### src/hdl/spq_pkg.sv
`timescale 1ns / 1ps
// ----------------------------------------------------------------------------
// spq_pkg
// Shared types and constants for the stable priority queue.
// ----------------------------------------------------------------------------
package spq_pkg;

    localparam int unsigned DEPTH_DEFAULT     = 16;
    localparam int unsigned PRIO_BITS_DEFAULT = 16;

    localparam int unsigned VALUE_W    = 32;
    localparam int unsigned PRIO_REQ_W = 16;
    localparam int unsigned OCC_W      = 5;
    localparam int unsigned STATUS_W   = 2;
    localparam int unsigned IN_DATA_W  = 48;
    localparam int unsigned OUT_DATA_W = 104;

    typedef enum logic {
        OP_ENQUEUE = 1'b0,
        OP_DEQUEUE = 1'b1
    } t_opcode;

    typedef enum logic [STATUS_W-1:0] {
        STATUS_OK        = 2'd0,
        STATUS_OVERFLOW  = 2'd1,
        STATUS_UNDERFLOW = 2'd2
    } t_status;

    typedef struct packed {
        logic enq;
        logic deq;
    } t_spq_ctrl;

endpackage

### src/hdl/spq_cell.sv
`timescale 1ns / 1ps
// ----------------------------------------------------------------------------
// spq_cell
// One slot of the sorted chain: holds, shifts right on insert, shifts left
// on removal.
// ----------------------------------------------------------------------------
module spq_cell #(
    parameter int unsigned PRIO_BITS = spq_pkg::PRIO_BITS_DEFAULT
) (
    input  logic                        i_clk,
    input  logic                        i_rst_n,
    input  spq_pkg::t_spq_ctrl          i_ctrl,
    input  logic [spq_pkg::VALUE_W-1:0] i_new_value,
    input  logic [PRIO_BITS-1:0]        i_new_prio,
    input  logic                        i_left_valid,
    input  logic [spq_pkg::VALUE_W-1:0] i_left_value,
    input  logic [PRIO_BITS-1:0]        i_left_prio,
    input  logic                        i_left_keep,
    input  logic                        i_right_valid,
    input  logic [spq_pkg::VALUE_W-1:0] i_right_value,
    input  logic [PRIO_BITS-1:0]        i_right_prio,
    output logic                        o_valid,
    output logic [spq_pkg::VALUE_W-1:0] o_value,
    output logic [PRIO_BITS-1:0]        o_prio,
    output logic                        o_keep,
    output logic                        o_n_valid,
    output logic [spq_pkg::VALUE_W-1:0] o_n_value,
    output logic [PRIO_BITS-1:0]        o_n_prio
);
    import spq_pkg::*;

    logic                 r_valid;
    logic [VALUE_W-1:0]   r_value;
    logic [PRIO_BITS-1:0] r_prio;
    logic                 n_valid;
    logic [VALUE_W-1:0]   n_value;
    logic [PRIO_BITS-1:0] n_prio;
    logic                 keep;

    assign keep = r_valid && (r_prio <= i_new_prio);

    always_comb begin
        n_valid = r_valid;
        n_value = r_value;
        n_prio  = r_prio;
        if (i_ctrl.enq && !keep) begin
            if (i_left_keep) begin
                n_valid = 1'b1;
                n_value = i_new_value;
                n_prio  = i_new_prio;
            end else begin
                n_valid = i_left_valid;
                n_value = i_left_value;
                n_prio  = i_left_prio;
            end
        end else if (i_ctrl.deq) begin
            n_valid = i_right_valid;
            n_value = i_right_value;
            n_prio  = i_right_prio;
        end
    end

    always_ff @(posedge i_clk) begin
        if (!i_rst_n) begin
            r_valid <= 1'b0;
        end else begin
            r_valid <= n_valid;
        end
    end

    always_ff @(posedge i_clk) begin
        r_value <= n_value;
        r_prio  <= n_prio;
    end

    assign o_valid   = r_valid;
    assign o_value   = r_value;
    assign o_prio    = r_prio;
    assign o_keep    = keep;
    assign o_n_valid = n_valid;
    assign o_n_value = n_value;
    assign o_n_prio  = n_prio;

endmodule

### src/hdl/stable_priority_queue.sv
`timescale 1ns / 1ps
// ----------------------------------------------------------------------------
// stable_priority_queue
// Bounded, stable priority queue built as a chain of sorted cells.
// ----------------------------------------------------------------------------
// Usage:
//   Slave channel carries one operation per transaction: tuser selects
//   enqueue (0) or dequeue (1); tdata carries the value and the priority.
//   Lower priority numbers leave first; equal priorities leave in arrival
//   order. Every operation yields exactly one result transaction on the
//   master channel: tuser holds the status (ok, overflow, underflow) and
//   tdata the removed entry, the new head and the occupancy.
//   The result is registered; it is valid in the cycle after acceptance.
//   Throughput: one operation per cycle unless stalled; all cells compare
//   against the new priority at once, shifting to a neighbor in the same cycle.
//   The result register frees in the cycle the receiver takes it, so a new
//   operation is taken while the previous result is being consumed.
//   Stall: while a result waits with tready low, s_axis tready drops and
//   the cells hold.
//   Reset: synchronous, active low; clears every cell's valid bit (queue
//   empty), the occupancy and the result valid flag. No clearing pass is
//   needed.
// ----------------------------------------------------------------------------
module stable_priority_queue #(
    parameter int unsigned DEPTH     = spq_pkg::DEPTH_DEFAULT,
    parameter int unsigned PRIO_BITS = spq_pkg::PRIO_BITS_DEFAULT
) (
    input  logic                           i_clk,
    input  logic                           i_rst_n,
    input  logic                           i_s_axis_tvalid,
    output logic                           o_s_axis_tready,
    // [31:0] value, [47:32] priority_req
    input  logic [spq_pkg::IN_DATA_W-1:0]  i_s_axis_tdata,
    // [0] opcode
    input  logic                           i_s_axis_tuser,
    output logic                           o_m_axis_tvalid,
    input  logic                           i_m_axis_tready,
    // [0] removed_valid, [32:1] removed_value, [48:33] removed_priority,
    // [49] head_valid, [81:50] head_value, [97:82] head_priority,
    // [102:98] occupancy, [103] zero
    output logic [spq_pkg::OUT_DATA_W-1:0] o_m_axis_tdata,
    // [1:0] status
    output logic [spq_pkg::STATUS_W-1:0]   o_m_axis_tuser
);
    import spq_pkg::*;

    localparam int unsigned CW = $clog2(DEPTH + 1);

    logic                 accept;
    logic                 full;
    logic                 empty;
    t_opcode              op;
    logic [VALUE_W-1:0]   in_value;
    logic [PRIO_BITS-1:0] in_prio;
    logic [PRIO_BITS+PRIO_REQ_W-1:0] in_prio_ext;
    t_spq_ctrl            ctrl;

    logic [DEPTH-1:0]     c_valid;
    logic [DEPTH-1:0]     c_keep;
    logic [DEPTH-1:0]     c_n_valid;
    logic [VALUE_W-1:0]   c_value   [DEPTH];
    logic [PRIO_BITS-1:0] c_prio    [DEPTH];
    logic [VALUE_W-1:0]   c_n_value [DEPTH];
    logic [PRIO_BITS-1:0] c_n_prio  [DEPTH];

    logic [CW-1:0]        r_count;
    logic [CW-1:0]        n_count;
    logic [CW+OCC_W-1:0]  count_ext;
    logic [PRIO_BITS+PRIO_REQ_W-1:0] head_prio_ext;
    logic [PRIO_BITS+PRIO_REQ_W-1:0] rem_prio_ext;

    logic                  r_out_valid;
    logic [OUT_DATA_W-1:0] r_out_data;
    logic [STATUS_W-1:0]   r_out_status;
    logic [OUT_DATA_W-1:0] n_out_data;
    t_status               n_status;

    assign o_s_axis_tready = !r_out_valid || i_m_axis_tready;
    assign accept          = i_s_axis_tvalid && o_s_axis_tready;

    assign op          = t_opcode'(i_s_axis_tuser);
    assign in_value    = i_s_axis_tdata[VALUE_W-1:0];
    assign in_prio_ext = {{PRIO_BITS{1'b0}}, i_s_axis_tdata[VALUE_W +: PRIO_REQ_W]};
    assign in_prio     = in_prio_ext[PRIO_BITS-1:0];

    assign full  = c_valid[DEPTH-1];
    assign empty = !c_valid[0];

    assign ctrl.enq = accept && (op == OP_ENQUEUE) && !full;
    assign ctrl.deq = accept && (op == OP_DEQUEUE) && !empty;

    for (genvar g = 0; g < DEPTH; g++) begin : g_cell
        logic                 left_valid;
        logic [VALUE_W-1:0]   left_value;
        logic [PRIO_BITS-1:0] left_prio;
        logic                 left_keep;
        logic                 right_valid;
        logic [VALUE_W-1:0]   right_value;
        logic [PRIO_BITS-1:0] right_prio;

        if (g == 0) begin : g_head
            assign left_valid = 1'b0;
            assign left_value = '0;
            assign left_prio  = '0;
            assign left_keep  = 1'b1;
        end else begin : g_mid
            assign left_valid = c_valid[g-1];
            assign left_value = c_value[g-1];
            assign left_prio  = c_prio[g-1];
            assign left_keep  = c_keep[g-1];
        end

        if (g == DEPTH - 1) begin : g_tail
            assign right_valid = 1'b0;
            assign right_value = '0;
            assign right_prio  = '0;
        end else begin : g_body
            assign right_valid = c_valid[g+1];
            assign right_value = c_value[g+1];
            assign right_prio  = c_prio[g+1];
        end

        spq_cell #(
            .PRIO_BITS (PRIO_BITS)
        ) u_cell (
            .i_clk         (i_clk),
            .i_rst_n       (i_rst_n),
            .i_ctrl        (ctrl),
            .i_new_value   (in_value),
            .i_new_prio    (in_prio),
            .i_left_valid  (left_valid),
            .i_left_value  (left_value),
            .i_left_prio   (left_prio),
            .i_left_keep   (left_keep),
            .i_right_valid (right_valid),
            .i_right_value (right_value),
            .i_right_prio  (right_prio),
            .o_valid       (c_valid[g]),
            .o_value       (c_value[g]),
            .o_prio        (c_prio[g]),
            .o_keep        (c_keep[g]),
            .o_n_valid     (c_n_valid[g]),
            .o_n_value     (c_n_value[g]),
            .o_n_prio      (c_n_prio[g])
        );
    end

    always_comb begin
        n_count = r_count;
        if (ctrl.enq) begin
            n_count = r_count + CW'(1);
        end else if (ctrl.deq) begin
            n_count = r_count - CW'(1);
        end
    end

    assign count_ext     = {{OCC_W{1'b0}}, n_count};
    assign head_prio_ext = {{PRIO_REQ_W{1'b0}}, c_n_prio[0]};
    assign rem_prio_ext  = {{PRIO_REQ_W{1'b0}}, c_prio[0]};

    always_comb begin
        n_status = STATUS_OK;
        if (op == OP_ENQUEUE && full) begin
            n_status = STATUS_OVERFLOW;
        end else if (op == OP_DEQUEUE && empty) begin
            n_status = STATUS_UNDERFLOW;
        end
        n_out_data          = '0;
        n_out_data[0]       = ctrl.deq;
        n_out_data[32:1]    = ctrl.deq ? c_value[0] : '0;
        n_out_data[48:33]   = ctrl.deq ? rem_prio_ext[PRIO_REQ_W-1:0] : '0;
        n_out_data[49]      = c_n_valid[0];
        n_out_data[81:50]   = c_n_valid[0] ? c_n_value[0] : '0;
        n_out_data[97:82]   = c_n_valid[0] ? head_prio_ext[PRIO_REQ_W-1:0] : '0;
        n_out_data[102:98]  = count_ext[OCC_W-1:0];
    end

    always_ff @(posedge i_clk) begin
        if (!i_rst_n) begin
            r_out_valid <= 1'b0;
            r_count     <= '0;
        end else begin
            r_count <= n_count;
            if (accept) begin
                r_out_valid <= 1'b1;
            end else if (i_m_axis_tready) begin
                r_out_valid <= 1'b0;
            end
        end
    end

    always_ff @(posedge i_clk) begin
        if (accept) begin
            r_out_data   <= n_out_data;
            r_out_status <= n_status;
        end
    end

    assign o_m_axis_tvalid = r_out_valid;
    assign o_m_axis_tdata  = r_out_data;
    assign o_m_axis_tuser  = r_out_status;

`ifndef SYNTH
    a_count_head : assert property (@(posedge i_clk) disable iff (!i_rst_n)
        (r_count != '0) == c_valid[0])
        else $error("occupancy and head valid disagree");

    a_count_full : assert property (@(posedge i_clk) disable iff (!i_rst_n)
        (r_count == CW'(DEPTH)) == c_valid[DEPTH-1])
        else $error("occupancy and tail valid disagree");

    a_one_op : assert property (@(posedge i_clk) disable iff (!i_rst_n)
        $onehot0({ctrl.enq, ctrl.deq}))
        else $error("enqueue and dequeue in the same cycle");

    a_underflow_none : assert property (@(posedge i_clk) disable iff (!i_rst_n)
        (r_out_valid && r_out_status == STATUS_UNDERFLOW) |-> !r_out_data[0])
        else $error("underflow result reports a removed entry");

    a_count_step : assert property (@(posedge i_clk) disable iff (!i_rst_n)
        !accept |=> $stable(r_count))
        else $error("occupancy moved without a transaction");
`endif

endmodule

### config.mk
export PLATFORM = sky130hd
export DESIGN_NAME = stable_priority_queue
export DESIGN_NICKNAME = d
export VERILOG_FILES = /design/src/hdl/spq_pkg.sv /design/src/hdl/spq_cell.sv /design/src/hdl/stable_priority_queue.sv
export SDC_FILE = /design/constraint.sdc
export NUM_CORES = 2
export LEC_CHECK = 0
export BUFFER_PORTS_ARGS = -buffer_cell sky130_fd_sc_hd__buf_2
export CAP_MARGIN = 30
export CORE_ASPECT_RATIO = 0.7
export CORE_UTILIZATION = 55
export CTS_BUF_LIST = sky130_fd_sc_hd__clkbuf_8 sky130_fd_sc_hd__clkbuf_16
export CTS_CLUSTER_SIZE = 16
export DETAILED_ROUTE_END_ITERATION = 8
export MAX_ROUTING_LAYER = met4
export PLACE_DENSITY = 0.78
export SLEW_MARGIN = 0
export SYNTH_ARGS = -nofsm -noshare
export SYNTH_HDL_FRONTEND = slang
export SYNTH_HIERARCHICAL = 1
export SYNTH_SLANG_ARGS = --single-unit
### constraint.sdc
create_clock -name i_clk -period 7.1 [get_ports i_clk]
set_input_delay 0.71 -clock i_clk [delete_from_list [all_inputs] [get_ports i_clk]]
set_output_delay 0.71 -clock i_clk [all_outputs]
set_load 0.005 [all_outputs]
# Yosys cells after proc, flatten, opt, wreduce, memory -nomap -nowiden
# Cells that the tools add are included.
dict set report word_totals {
  input_bits 53
  ff_bits 895
  output_inout_bits 108
}
dict set report classes {
  order_cmp 16
  reduce_logical 75
  bitwise 1
  n_addsub 2
  n_mux 146
}
# operator count
set op_table {}
lappend op_table {{2-to-1 mux 32 bit} 47}
lappend op_table {{2-to-1 mux 16 bit} 47}
lappend op_table {{less-or-equal comparator 16 bit} 16}
lappend op_table {{2-to-1 mux 1 bit} 49}
lappend op_table {{logical AND 1 bit} 39}
lappend op_table {{nonzero test 2 bit} 16}
lappend op_table {{zero test 1 bit} 19}
lappend op_table {{2-to-1 mux 5 bit} 2}
lappend op_table {{adder 5 x 1 -> 5 bit, second input constant} 1}
lappend op_table {{subtractor 5 x 1 -> 5 bit, second input constant} 1}
lappend op_table {{2-to-1 mux 2 bit} 1}
lappend op_table {{logical OR 1 bit} 1}
lappend op_table {{NOT 1 bit} 1}

# Longest topological paths before layout
dict set report logic_depth {
  ltp_word 7
  ltp_mapped 14
  ltp_nobuf 12
}

# Cells and area by module
# The synthesis kept the hierarchy.
# mod cells_per_inst seq_area_each_um2 instances area_per_inst_um2
set modules_own_cells {}
lappend modules_own_cells {{spq_cell (g_cell[1].u_cell ...)} 290 980.9 9 3113.0}
lappend modules_own_cells {{spq_cell (g_cell[0].u_cell ...)} 290 980.9 7 3120.5}
lappend modules_own_cells {stable_priority_queue 265 3273.1 1 4257.8}

# Worst setup path before layout
# Ideal clock, no wire load.
dict set report synth_path {
  kind {input to register}
  start {input port i_m_axis_tready}
  end {register r_out_data[76], in the netlist o_m_axis_tdata[76] (data pin)}
  path_slack_ps 1456
  path_buffers 2
  cell_stages 10
  setup_ps 131
  required_ps 6969
  t_arrival_ps 5513
  path_cell_list {nor2b_1 inv_1 nand2_1 nor3_1 o21ai_0 a211o_1 nand3_1 clkbuf_1 clkbuf_1 and2_1}
}
# element line_no
set synth_rtl {}
lappend synth_rtl {{start: declaration} stable_priority_queue.sv:37} ;# input logic i_m_axis_tready,
lappend synth_rtl {{end signal: assignment} stable_priority_queue.sv:194} ;# r_out_data <= n_out_data;
lappend synth_rtl {{end: declaration} stable_priority_queue.sv:73} ;# logic [OUT_DATA_W-1:0] r_out_data;

# Worst setup path after layout
dict set report layout_path {
  start {register g_cell[0].u_cell.r_valid}
  end {register g_cell[3].u_cell.r_valid}
}
dict set report layout_via {
  elab_chain_len 2
}
# element line_no
set layout_rtl {}
lappend layout_rtl {{start: declaration} spq_cell.sv:32} ;# logic r_valid;
lappend layout_rtl {{start signal: assignment} spq_cell.sv:67} ;# r_valid <= n_valid;
lappend layout_rtl {{logical AND 1 bit} stable_priority_queue.sv:90} ;# assign ctrl.deq = accept && (op == OP_DEQUEUE) && !empty;
lappend layout_rtl {{nonzero test 2 bit (no line)} -}
lappend layout_rtl {{end signal: assignment} spq_cell.sv:67}
lappend layout_rtl {{end: declaration} spq_cell.sv:32}
# No other way between the ends.
# A chain may end at the register's enable or synchronous reset.

==> out/qor.yml <==
crit_type: "flip-flop to flip-flop"
cts_tree: "built"
register_area_mm2: 0.0190
relSlewSlack_pct: 31.4
crit_family: "buffers and inverters"
grt_pass1_vias: 37100
initial_utilization_pct: 55.9
clk_pin_slew_ns: 0.07
gp_congestion: 0.876
die_w_um: 377
synth_cells: 4888
grt_pass1_wl_mm: 215
syn2layout_area_growth_pct: 9.06
outcome: "finished clean"
post-cts-setup-buffers: 0
crit_arrival_ns: 5.02
slowest_stage: "buf_4"
hold_class: "primary input to flip-flop"
cp_cell_sequence: "nand2_1, or3_4, inv_8, buf_12, buf_4, mux2_2, o21ai_0, o31a_1, a31oi_1"
r2r_setup_slack_ns: 2.66
antenna_found_initial: 5
r2r_end: "g_cell[3].u_cell/o_valid"
grtUsageTotal_pct: 27.8
die_area_mm2: 0.0995
startpoint_type: "flip-flop"
tns_ns: 0
maxCapViolCount: 0
avgSynthCellArea_um2: 11.1
grt_max_degree: 136
clk_path_buf_depth: 3
slowest_delay_ns: 0.92
htree_num_levels: 3
cts.sinks: 895
setup_violations: 0
finalCritPeriodShare_pct: 62.5
routedWlPerCell_um: 21.6
critPathCaptureType: "flip-flop"
yosysWarnings: 6
hold_depth: 3
fmax_ghz: 0.225
pre_cts_ws_ns: 2.50
dp_hpwl_mm: 89.3
pin_count: 161
finClkSkew_ns: 0.0455
critPathMaxFanout: 135
drt_iter0_drc: 2617
post-route-min-period_ns: 4.44
cts_buffers: 89
insertion_delay_ns: 0.70
core-area_mm2: 0.0966
final_core_util_pct: 61.0
p_leak_nw: 21.7
fill_cells: 7818
postLayoutSetupSlackWorst_ns: 2.66
io_buffers: 159
hold_viol: 0
netlist_area_mm2: 0.0540
placementRows: 95
power_mw: 23.1
tightest_slew_ns: 1.03
cp.required_ns: 7.68
slew_viol_final: 0
critical_path_buf_inv_count: 3
dieHeight_um: 264
r2r_cells: 9
nets: 5323
drt_pass1_iterations: 6
cts-hold-fix-buffers: 0
ir_drop_mv: 0.247
drive_gt1_share_pct: 9.79
cts_resized: 0
wirelength_mm: 138
hold_path_end: "o_m_axis_tvalid"
powerDensity_mw_per_mm2: 392
root_buffer: "clkbuf_16"
drcViolationCount: 0
rsz0062_at_grt: "no"
multi_input_area_mm2: 0.0327
hp-start: "i_s_axis_tvalid"
grt_overflow: 0
via_count: 37800
holdWs_ns: 0.372
viasPerCell: 5.90
reg2reg_from: "g_cell[0].u_cell/o_valid"
ant_nets: 0
[power by group]
group	leakage, nW	switching [mW]	internal [mW]
logic	12.5	4.56	4.12
registers	7.65	2.07	7.46
clock network	1.54	2.16	2.75
[metrics by stage]
step | area [µm²] | instances
2_1_floorplan | 54400 | 4987
3_3_place_gp | 55700 | 6222
3_5_place_dp | 55900 | 6229
4_1_cts | 58900 | 6394
5_1_grt | 58900 | 6397
6_report | 58900 | 6397
[state kept, by name (all words and copies together) (netlist names)]
signal,cells
o_m_axis_tvalid,1
g_cell.u_cell/o_value,512
o_m_axis_tuser,2
g_cell.u_cell/o_valid,16
g_cell.u_cell/o_prio,256
o_m_axis_tdata,103
r_count,5
[worst max path at each step]
stage | from | endpoint | slack [ns] | cells past startpoint
5_1_grt | g_cell[0].u_cell/o_valid | g_cell[3].u_cell/o_valid | 2.40 | 9
6_report | g_cell[0].u_cell/o_valid | g_cell[3].u_cell/o_valid | 2.66 | 9
4_1_cts | g_cell[0].u_cell/o_valid | g_cell[3].u_cell/o_valid | 2.70 | 9
2_1_floorplan | i_m_axis_tready | o_m_axis_tdata[76] | 1.46 | 10
3_3_place_gp | i_s_axis_tuser | g_cell[3].u_cell/o_valid | 2.53 | 10
3_5_place_dp | i_s_axis_tuser | g_cell[3].u_cell/o_valid | 2.50 | 10
[routing by layer]
metal	routed length (µm)	GRT usage [%]
met3	7440	3.43
met5	0	-
met2	57100	39.4
met1	70500	41.4
met4	2930	6.80
[worst reg2reg max path, delay by kind of cell, from the launching register on]
kind / cells / cell delay [ns]
buffers and inverters: 3 / 2.27
flip-flops: 1 / 0.65
AND/OR/NAND/NOR: 2 / 0.50
AO/OA/AOI/OAI: 3 / 0.49
multiplexers: 1 / 0.42
[placed cells by master (no fill, tap or decap), drive strengths merged, types with 81 or more instances in the layout]
master,n
mux2i,2306
dfxtp,790
inv,316
ha,258
buf,218
nand2,117
and2,115
edfxtp,105
clkbuf,105
conb,101
a21oi,81
[layout make-up]
cell class | count | share of cell area [%]
clock buffer | 105 | 4.19
sequential | 895 | 32.2
antenna | 2 | 0.00849
multi-input combinational | 3514 | 55.5
timing repair buffer | 218 | 2.48
clock inverter | 60 | 0.926
tap | 1309 | 2.78
inverter | 294 | 1.89
Power figures use the tool's default switching activity.
